$ cat src/hdl/miner_result_frame_decoder_assert.svh
// Assertion macros for the miner result frame decoder.
// Used by the top level only; depends on nothing else.
`ifndef MINER_RESULT_FRAME_DECODER_ASSERT_SVH
`define MINER_RESULT_FRAME_DECODER_ASSERT_SVH

`define MRFD_ASSERT_SAME(label, clk, rst, ante, cons, msg) \
  label: assert property (@(posedge clk) disable iff (rst) (ante) |-> (cons)) \
    else $error(msg);

`define MRFD_ASSERT_NEXT(label, clk, rst, ante, cons, msg) \
  label: assert property (@(posedge clk) disable iff (rst) (ante) |=> (cons)) \
    else $error(msg);

`endif

$ cat src/hdl/mrfd_pkg.sv
// Types and constants shared by the miner result frame decoder.
// No dependencies.
package mrfd_pkg;

  localparam int FRAME_BYTES = 9;
  localparam int STORE_DEPTH = 8;
  localparam int STORE_IDX_W = $clog2(STORE_DEPTH);
  localparam int COUNT_W = 4;

  localparam logic [7:0] PREAMBLE_0 = 8'hAA;
  localparam logic [7:0] PREAMBLE_1 = 8'h55;

  localparam int ROLL_LSB = 13;
  localparam int ROLL_MSB = 28;
  localparam int ROLL_W = ROLL_MSB - ROLL_LSB + 1;

  localparam logic MODE_BYTE = 1'b0;
  localparam logic MODE_TIMEOUT = 1'b1;

  localparam logic [1:0] ST_OK = 2'd0;
  localparam logic [1:0] ST_BAD_PREAMBLE = 2'd1;
  localparam logic [1:0] ST_SHORT = 2'd2;

  typedef struct packed {
    logic [1:0] status;
    logic [5:0] job_id;
    logic [1:0] midstate_index;
    logic [31:0] nonce;
    logic [31:0] midstate_version;
  } result_t;

endpackage

$ cat src/hdl/mrfd_if.sv
// Handshake channels of the miner result frame decoder: received words,
// decoded results and the base version write. No dependencies.
interface mrfd_in_if;
  logic valid;
  logic ready;
  logic mode;
  logic [7:0] rx_byte;
  modport source (output valid, mode, rx_byte, input ready);
  modport sink (input valid, mode, rx_byte, output ready);
endinterface

interface mrfd_out_if;
  logic valid;
  logic ready;
  logic [1:0] status;
  logic [5:0] job_id;
  logic [1:0] midstate_index;
  logic [31:0] nonce;
  logic [31:0] midstate_version;
  modport source (output valid, status, job_id, midstate_index, nonce, midstate_version,
                  input ready);
  modport sink (input valid, status, job_id, midstate_index, nonce, midstate_version,
                output ready);
endinterface

interface mrfd_cfg_if;
  logic valid;
  logic ready;
  logic [31:0] base_version;
  modport source (output valid, base_version, input ready);
  modport sink (input valid, base_version, output ready);
endinterface

$ cat src/hdl/mrfd_collect.sv
// Input register, frame store, byte counter and frame decode.
// Depends on mrfd_pkg.
module mrfd_collect (
  input  logic              clk,
  input  logic              rst,
  input  logic              take,
  input  logic              mode,
  input  logic [7:0]        rx_byte,
  input  logic              space,
  input  logic [31:0]       base_version,
  output logic              busy,
  output logic              push,
  output mrfd_pkg::result_t res
);
  import mrfd_pkg::*;

  logic                 s1_valid;
  logic                 s1_mode;
  logic [7:0]           s1_byte;
  logic [COUNT_W-1:0]   count;
  logic [COUNT_W-1:0]   count_next;
  logic [7:0]           store [STORE_DEPTH];
  logic                 drain;
  logic [ROLL_W-1:0]    field;

  assign drain = s1_valid && space;
  assign busy = s1_valid;
  assign field = base_version[ROLL_MSB:ROLL_LSB] + ROLL_W'(store[7][1:0]);

  always_comb begin
    push = 1'b0;
    res = '0;
    count_next = count;
    if (drain) begin
      if (s1_mode == MODE_TIMEOUT) begin
        if (count != '0) begin
          push = 1'b1;
          res.status = ST_SHORT;
          count_next = '0;
        end
      end else if (count == COUNT_W'(FRAME_BYTES - 1)) begin
        push = 1'b1;
        count_next = '0;
        if (store[0] != PREAMBLE_0 || store[1] != PREAMBLE_1) begin
          res.status = ST_BAD_PREAMBLE;
        end else begin
          res.status = ST_OK;
          res.job_id = store[7][7:2];
          res.midstate_index = store[7][1:0];
          res.nonce = {store[5], store[4], store[3], store[2]};
          res.midstate_version = {base_version[31:ROLL_MSB+1], field,
                                  base_version[ROLL_LSB-1:0]};
        end
      end else begin
        count_next = count + COUNT_W'(1);
      end
    end
  end

  always_ff @(posedge clk) begin
    if (rst) begin
      s1_valid <= 1'b0;
      count <= '0;
    end else begin
      count <= count_next;
      if (take) begin
        s1_valid <= 1'b1;
      end else if (drain) begin
        s1_valid <= 1'b0;
      end
    end
    if (take) begin
      s1_mode <= mode;
      s1_byte <= rx_byte;
    end
    if (drain && s1_mode == MODE_BYTE && count < COUNT_W'(STORE_DEPTH)) begin
      store[count[STORE_IDX_W-1:0]] <= s1_byte;
    end
  end

endmodule

$ cat src/hdl/mrfd_outq.sv
// Two-entry result queue between the decode and the result channel.
// Depends on mrfd_pkg.
module mrfd_outq (
  input  logic              clk,
  input  logic              rst,
  input  logic              push,
  input  mrfd_pkg::result_t din,
  output logic              space,
  output logic              empty,
  output logic              valid,
  output mrfd_pkg::result_t dout,
  input  logic              ready
);
  import mrfd_pkg::*;

  result_t    slots [2];
  logic       wr_ptr;
  logic       rd_ptr;
  logic [1:0] fill;
  logic       pop;

  assign valid = (fill != 2'd0);
  assign empty = (fill == 2'd0);
  assign space = (fill != 2'd2);
  assign pop = valid && ready;
  assign dout = slots[rd_ptr];

  always_ff @(posedge clk) begin
    if (rst) begin
      wr_ptr <= 1'b0;
      rd_ptr <= 1'b0;
      fill <= 2'd0;
    end else begin
      if (push) begin
        wr_ptr <= ~wr_ptr;
      end
      if (pop) begin
        rd_ptr <= ~rd_ptr;
      end
      if (push && !pop) begin
        fill <= fill + 2'd1;
      end else if (pop && !push) begin
        fill <= fill - 2'd1;
      end
    end
    if (push) begin
      slots[wr_ptr] <= din;
    end
  end

endmodule

$ cat src/hdl/miner_result_frame_decoder.sv
// Top level of the miner result frame decoder.
// Depends on mrfd_pkg, mrfd_if.sv, mrfd_collect, mrfd_outq and the assertion header.
//
//   Channel  Role   Moves
//   rx       sink   one received byte or a read window timeout per word
//   result   source one decoded frame status per word
//   cfg      sink   base version write, ready whenever out of reset
//
// A word is taken in every cycle while the result queue has room.
// A result is offered after its word has passed the input register and been written into the result queue.
// Reset clears the byte count, the input register and the result queue.
// A stalled result channel stops intake once the two-entry result queue is full
// and a word waits in the input register.
`include "miner_result_frame_decoder_assert.svh"

module miner_result_frame_decoder (
  input  logic clk,
  input  logic rst,
  mrfd_in_if.sink     rx,
  mrfd_out_if.source  result,
  mrfd_cfg_if.sink    cfg
);
  import mrfd_pkg::*;

  logic [31:0] base_version;
  logic        busy;
  logic        space;
  logic        empty;
  logic        push;
  logic        take;
  logic        q_valid;
  result_t     res;
  result_t     q_dout;

  assign cfg.ready = !rst;
  assign rx.ready = !rst && (!busy || space);
  assign take = rx.valid && rx.ready;

  always_ff @(posedge clk) begin
    if (rst) begin
      base_version <= '0;
    end else if (cfg.valid) begin
      base_version <= cfg.base_version;
    end
  end

  mrfd_collect u_collect (
    .clk          (clk),
    .rst          (rst),
    .take         (take),
    .mode         (rx.mode),
    .rx_byte      (rx.rx_byte),
    .space        (space),
    .base_version (base_version),
    .busy         (busy),
    .push         (push),
    .res          (res)
  );

  mrfd_outq u_outq (
    .clk   (clk),
    .rst   (rst),
    .push  (push),
    .din   (res),
    .space (space),
    .empty (empty),
    .valid (q_valid),
    .dout  (q_dout),
    .ready (result.ready)
  );

  assign result.valid = q_valid;
  assign result.status = q_dout.status;
  assign result.job_id = q_dout.job_id;
  assign result.midstate_index = q_dout.midstate_index;
  assign result.nonce = q_dout.nonce;
  assign result.midstate_version = q_dout.midstate_version;

  `MRFD_ASSERT_NEXT(a_push_shows, clk, rst, push && empty, result.valid,
                    "Result pushed into an empty queue did not appear.")
  `MRFD_ASSERT_SAME(a_short_clear, clk, rst, result.valid && result.status == ST_SHORT,
                    result.nonce == '0 && result.job_id == '0 &&
                    result.midstate_index == '0 && result.midstate_version == '0,
                    "Short frame result carries payload.")
  `MRFD_ASSERT_SAME(a_take_lands, clk, rst, push, busy && space,
                    "Result pushed without a word in the input register and queue room.")

endmodule
$ cat src/flat_wrapper.sv
// flat-port wrapper written by rule: the top's interface ports become plain ports
module miner_result_frame_decoder_flat import mrfd_pkg::*;
  (clk, rst, rx_valid, rx_mode, rx_rx_byte, rx_ready, result_valid, result_status, result_job_id, result_midstate_index, result_nonce, result_midstate_version, result_ready, cfg_valid, cfg_base_version, cfg_ready);
  mrfd_in_if rx_i ();
  mrfd_out_if result_i ();
  mrfd_cfg_if cfg_i ();
  input  logic clk;
  input  logic rst;
  input wire logic [$bits(rx_i.valid)-1:0] rx_valid;
  input wire logic [$bits(rx_i.mode)-1:0] rx_mode;
  input wire logic [$bits(rx_i.rx_byte)-1:0] rx_rx_byte;
  output wire logic [$bits(rx_i.ready)-1:0] rx_ready;
  output wire logic [$bits(result_i.valid)-1:0] result_valid;
  output wire logic [$bits(result_i.status)-1:0] result_status;
  output wire logic [$bits(result_i.job_id)-1:0] result_job_id;
  output wire logic [$bits(result_i.midstate_index)-1:0] result_midstate_index;
  output wire logic [$bits(result_i.nonce)-1:0] result_nonce;
  output wire logic [$bits(result_i.midstate_version)-1:0] result_midstate_version;
  input wire logic [$bits(result_i.ready)-1:0] result_ready;
  input wire logic [$bits(cfg_i.valid)-1:0] cfg_valid;
  input wire logic [$bits(cfg_i.base_version)-1:0] cfg_base_version;
  output wire logic [$bits(cfg_i.ready)-1:0] cfg_ready;
  assign rx_i.valid = rx_valid;
  assign rx_i.mode = rx_mode;
  assign rx_i.rx_byte = rx_rx_byte;
  assign rx_ready = rx_i.ready;
  assign result_valid = result_i.valid;
  assign result_status = result_i.status;
  assign result_job_id = result_i.job_id;
  assign result_midstate_index = result_i.midstate_index;
  assign result_nonce = result_i.nonce;
  assign result_midstate_version = result_i.midstate_version;
  assign result_i.ready = result_ready;
  assign cfg_i.valid = cfg_valid;
  assign cfg_i.base_version = cfg_base_version;
  assign cfg_ready = cfg_i.ready;
  miner_result_frame_decoder u_core (.clk(clk), .rst(rst), .rx(rx_i), .result(result_i), .cfg(cfg_i));
endmodule
$ cat config.mk
export PLATFORM = sky130hd
export DESIGN_NAME = miner_result_frame_decoder_flat
export DESIGN_NICKNAME = d
export VERILOG_FILES = /design/src/hdl/mrfd_pkg.sv /design/src/hdl/mrfd_if.sv /design/src/hdl/mrfd_collect.sv /design/src/hdl/mrfd_outq.sv /design/src/hdl/miner_result_frame_decoder.sv /design/src/flat_wrapper.sv
export VERILOG_INCLUDE_DIRS = /design/src /design/src/hdl
export SDC_FILE = /design/constraint.sdc
export NUM_CORES = 1
export LEC_CHECK = 0
export ABC_AREA = 1
export BUFFER_PORTS_ARGS = -buffer_cell sky130_fd_sc_hd__clkbuf_2
export CAP_MARGIN = 0
export CORE_ASPECT_RATIO = 1.25
export CORE_MARGIN = 2
export CORE_UTILIZATION = 43
export DETAILED_ROUTE_END_ITERATION = 8
export HOLD_SLACK_MARGIN = 0.15
export MAX_ROUTING_LAYER = met4
export PLACE_DENSITY = 0.62
export SYNTH_ARGS = -nofsm -noshare
export SYNTH_HDL_FRONTEND = slang
export SYNTH_HIERARCHICAL = 1
export SYNTH_SLANG_ARGS = --single-unit
export TNS_END_PERCENT = 20
$ cat constraint.sdc
create_clock -name clk -period 7.8 [get_ports clk]
set_input_delay 1.17 -clock clk [delete_from_list [all_inputs] [get_ports clk]]
set_output_delay 1.17 -clock clk [all_outputs]
set_load 0.05 [all_outputs]
==> impl_metrics.sql <==
INSERT INTO impl_metrics (metric_group, metric, value, unit) VALUES
('worst_setup_path', 'critPathCapture', 'result_midstate_version[0]', ''),
('pwr', 'power_density', '230.6', 'nW/um^2'),
('cts', 'clock_tree_from_tritoncts', 'yes', ''),
('cells_and_area', 'final_common_cell', 'sky130_fd_sc_hd__edfxtp_1', ''),
('cells_and_area', 'fill_cells', '2283', ''),
('worst_hold_path', 'min_path_type', 'flop to flop', ''),
('pwr', 'cellLeakagePower', '5.334', 'nW'),
('floorplanning', 'die_height', '181.9', 'um'),
('worst_setup_path', 'cp_capture_type', 'output port', ''),
('outcome', 'status', 'finished clean', ''),
('route', 'drt_first_iter_violations', '240', ''),
('cts', 'clk_path_buf_depth', '3', ''),
('global_route', 'grt_start_max_net_pins', '65', ''),
('synthesis', 'avgSynthCellArea', '12.99', 'um^2'),
('floorplanning', 'io-pin-count', '123', ''),
('cells_and_area', 'layout.nets', '1022', ''),
('cells_and_area', 'layoutNonFillerInstCount', '1321', ''),
('global_route', 'via_count_of_the_first_global_routing_pass', '5896', ''),
('cells_and_area', 'drive_gt1_share', '32.66', '%'),
('global_route', 'overflow', '0', ''),
('worst_setup_path', 'critPathRequiredTime', '6.63', 'ns'),
('synthesis', 'yosys_register_bits', '255', ''),
('timing', 'number_of_failing_hold_endpoints_at_the_final_stage', '0', ''),
('pwr', 'cellInternalPower', '2.194', 'mW'),
('cts', 'tritoncts_num_sinks', '255', ''),
('cts', 'cts-htree-levels', '1', ''),
('timing', 'slew_violations', '0', ''),
('timing', 'tightestPinTransition', '1.177', 'ns'),
('cells_and_area', 'ant_diodes', '0', ''),
('global_route', 'grt_usage', '14.88', '%'),
('route', 'postRouteAntennaNets', '0', ''),
('floorplanning', 'die-area', '26610', 'um^2'),
('global_route', 'grt_first_pass_wirelength', '30260', 'um'),
('cells_and_area', 'design_area', '12450', 'um^2'),
('pwr', 'switching_share', '23.59', '%'),
('worst_setup_path', 'r2r_cell_count', '8', ''),
('cts', 'cts_inserted_buffers', '25', ''),
('synthesis', 'post_synth_instance_area', '10880', 'um^2'),
('cts', 'clkSlewWorstSetupHoldPaths', '0.06', 'ns'),
('cts', 'cts_post_setup_buffers_inserted', '0', ''),
('synthesis', 'ys_types', '31', ''),
('timing', 'setup_total_negative_slack', '0', 'ns'),
('timing', 'setup_viol_count_final', '0', ''),
('synthesis', 'synth_nets', '890', ''),
('placement', 'postPlaceCellArea', '11710', 'um^2'),
('worst_setup_path', 'criticalPathCategory', 'flop to output port', ''),
('worst_setup_path', 'worst_ep_arrival_time', '2.65', 'ns'),
('synthesis', 'synth.yosys.seq_area_share', '66.49', '%'),
('worst_setup_path', 'cp-start-kind', 'flop', ''),
('cells_and_area', 'multiInputGateArea', '2865', 'um^2'),
('placement', 'placed_cells_incl_taps', '1278', ''),
('cts', 'hold_buffers', '0', ''),
('pwr', 'post-layout-total-power', '2.871', 'mW'),
('route', 'drt-pass1-iter-count', '4', ''),
('placement', 'dp_hpwl', '12180', 'um'),
('cts', 'cts_resized', '0', ''),
('worst_setup_path', 'path_max_fanout', '53', ''),
('synthesis', 'syn_inst', '838', ''),
('route', 'routed_via_density', '4.492', ''),
('pwr', 'combinational_group_share_of_total_power', '8.9', '%'),
('cts', 'skew_pair_late_insertion_delay', '0.51', 'ns'),
('floorplanning', 'starting_density_of_the_core', '43.45', '%'),
('placement', 'placement.io_buffers', '122', ''),
('route', 'routedWlPerCell', '14.28', 'um'),
('pwr', 'p_seq_share', '52.8', '%'),
('floorplanning', 'design.core.area', '25050', 'um^2'),
('route', 'detail_route.wirelength', '18870', 'um'),
('cells_and_area', 'layout.cells.most_common_list', '213 x sky130_fd_sc_hd__edfxtp_1, 135 x sky130_fd_sc_hd__inv_1, 122 x sky130_fd_sc_hd__clkbuf_2, 116 x sky130_fd_sc_hd__nand2_1, 98 x sky130_fd_sc_hd__nor2_1', ''),
('pwr', 'p_sw', '0.6774', 'mW'),
('cells_and_area', 'syn2layout_area_growth', '14.43', '%'),
('floorplanning', 'rows', '65', '');
## synth_stat cells (all sizes together)
master / number / area, um^2
o21bai: 2 / 15.01
edfxtp: 213 / 6396
buf: 24 / 266.5
nor2: 175 / 991.0
inv: 138 / 523.0
nand4: 2 / 12.51
xor2: 4 / 35.03
nor3: 9 / 45.04
a21oi: 5 / 25.02
o21ai: 10 / 53.80
fa: 1 / 20.02
nand3: 11 / 55.05
nor4: 3 / 18.77
ha: 5 / 62.56
nand2: 119 / 459.2
a31oi: 1 / 6.260
mux2: 74 / 1059
dfxtp: 42 / 840.8
## power groups by stage
stage	sequential, mW	combinational (mW)	clock (mW)
finish	1.52	0.256	1.10
global route	1.52	0.277	1.19
CTS	1.52	0.261	1.14
detailed placement	1.55	0.260	0
global placement	1.55	0.259	0
floorplan	1.53	0.225	0
## state kept, by name, summed over array words and instances, names as in the netlist, 2 cells and up, named ones only
| register | count |
|---|---|
| u_core/u_outq/fill | 2 |
| u_core/u_collect/store | 56 |
| u_core/u_collect/s1_byte | 8 |
| u_core/u_outq/slots | 148 |
| u_core/u_collect/count | 4 |
| u_core/base_version | 32 |
## how the worst min path moves through the flow
stage                     slack (ns)                       to               startpoint  depth (start not counted)
final                           0.47  u_core/base_version[12]  u_core/base_version[12]                          2
after global routing            0.49  u_core/base_version[29]  u_core/base_version[29]                          2
after CTS                       0.47  u_core/base_version[29]  u_core/base_version[29]                          2
after detailed placement        0.46  u_core/base_version[29]  u_core/base_version[29]                          2
after global placement          0.46  u_core/base_version[12]  u_core/base_version[12]                          2
after floorplan                 0.45   u_core/base_version[0]   u_core/base_version[0]                          2
## per-layer routing
metal	wire, um	global-route usage (%)	vias to the layer above
met1	7796	17.01	2786
met4	429	4.738	0
met3	728	2.236	29
met2	9911	26.89	121
met5	0	-	-
li1	-	-	2998
## final cells by class
cell class | instances | share of cell area, %
inverters | 138 | 4.209
repair buffers | 129 | 5.325
multi-input cells | 421 | 23.01
clock inverters | 15 | 0.8439
clock buffers | 28 | 5.114
flip-flops and latches | 255 | 58.14
well taps | 335 | 3.365
## cells by family after synthesis
kind of cell	Yosys count	share of synthesized area, %
multiplexers	74	9.725
AO/OA/AOI/OAI	18	0.9196
XOR/XNOR	4	0.3218
buffers and inverters	162	7.254
flip-flops	255	66.49
adder cells (fa/ha/maj)	6	0.7587
AND/OR/NAND/NOR	319	14.53
## stage by stage
stage	hold WS [ns]	setup WS [ns]	utilization (%)
2_1_floorplan	0.4490	3.047	-
4_1_cts	0.4699	3.876	49.72
3_5_place_dp	0.4618	4.342	46.76
6_report	0.4710	3.976	49.72
3_3_place_gp	0.4562	4.357	46.76
5_1_grt	0.4887	3.813	49.72
## worst max-delay path: stages (launching register included)
cell	delay, ns
sky130_fd_sc_hd__dfxtp_4	0.61
sky130_fd_sc_hd__buf_4	0.83
sky130_fd_sc_hd__mux2_2	0.42
sky130_fd_sc_hd__clkbuf_2	0.24
(Power assumes the default switching activity.)
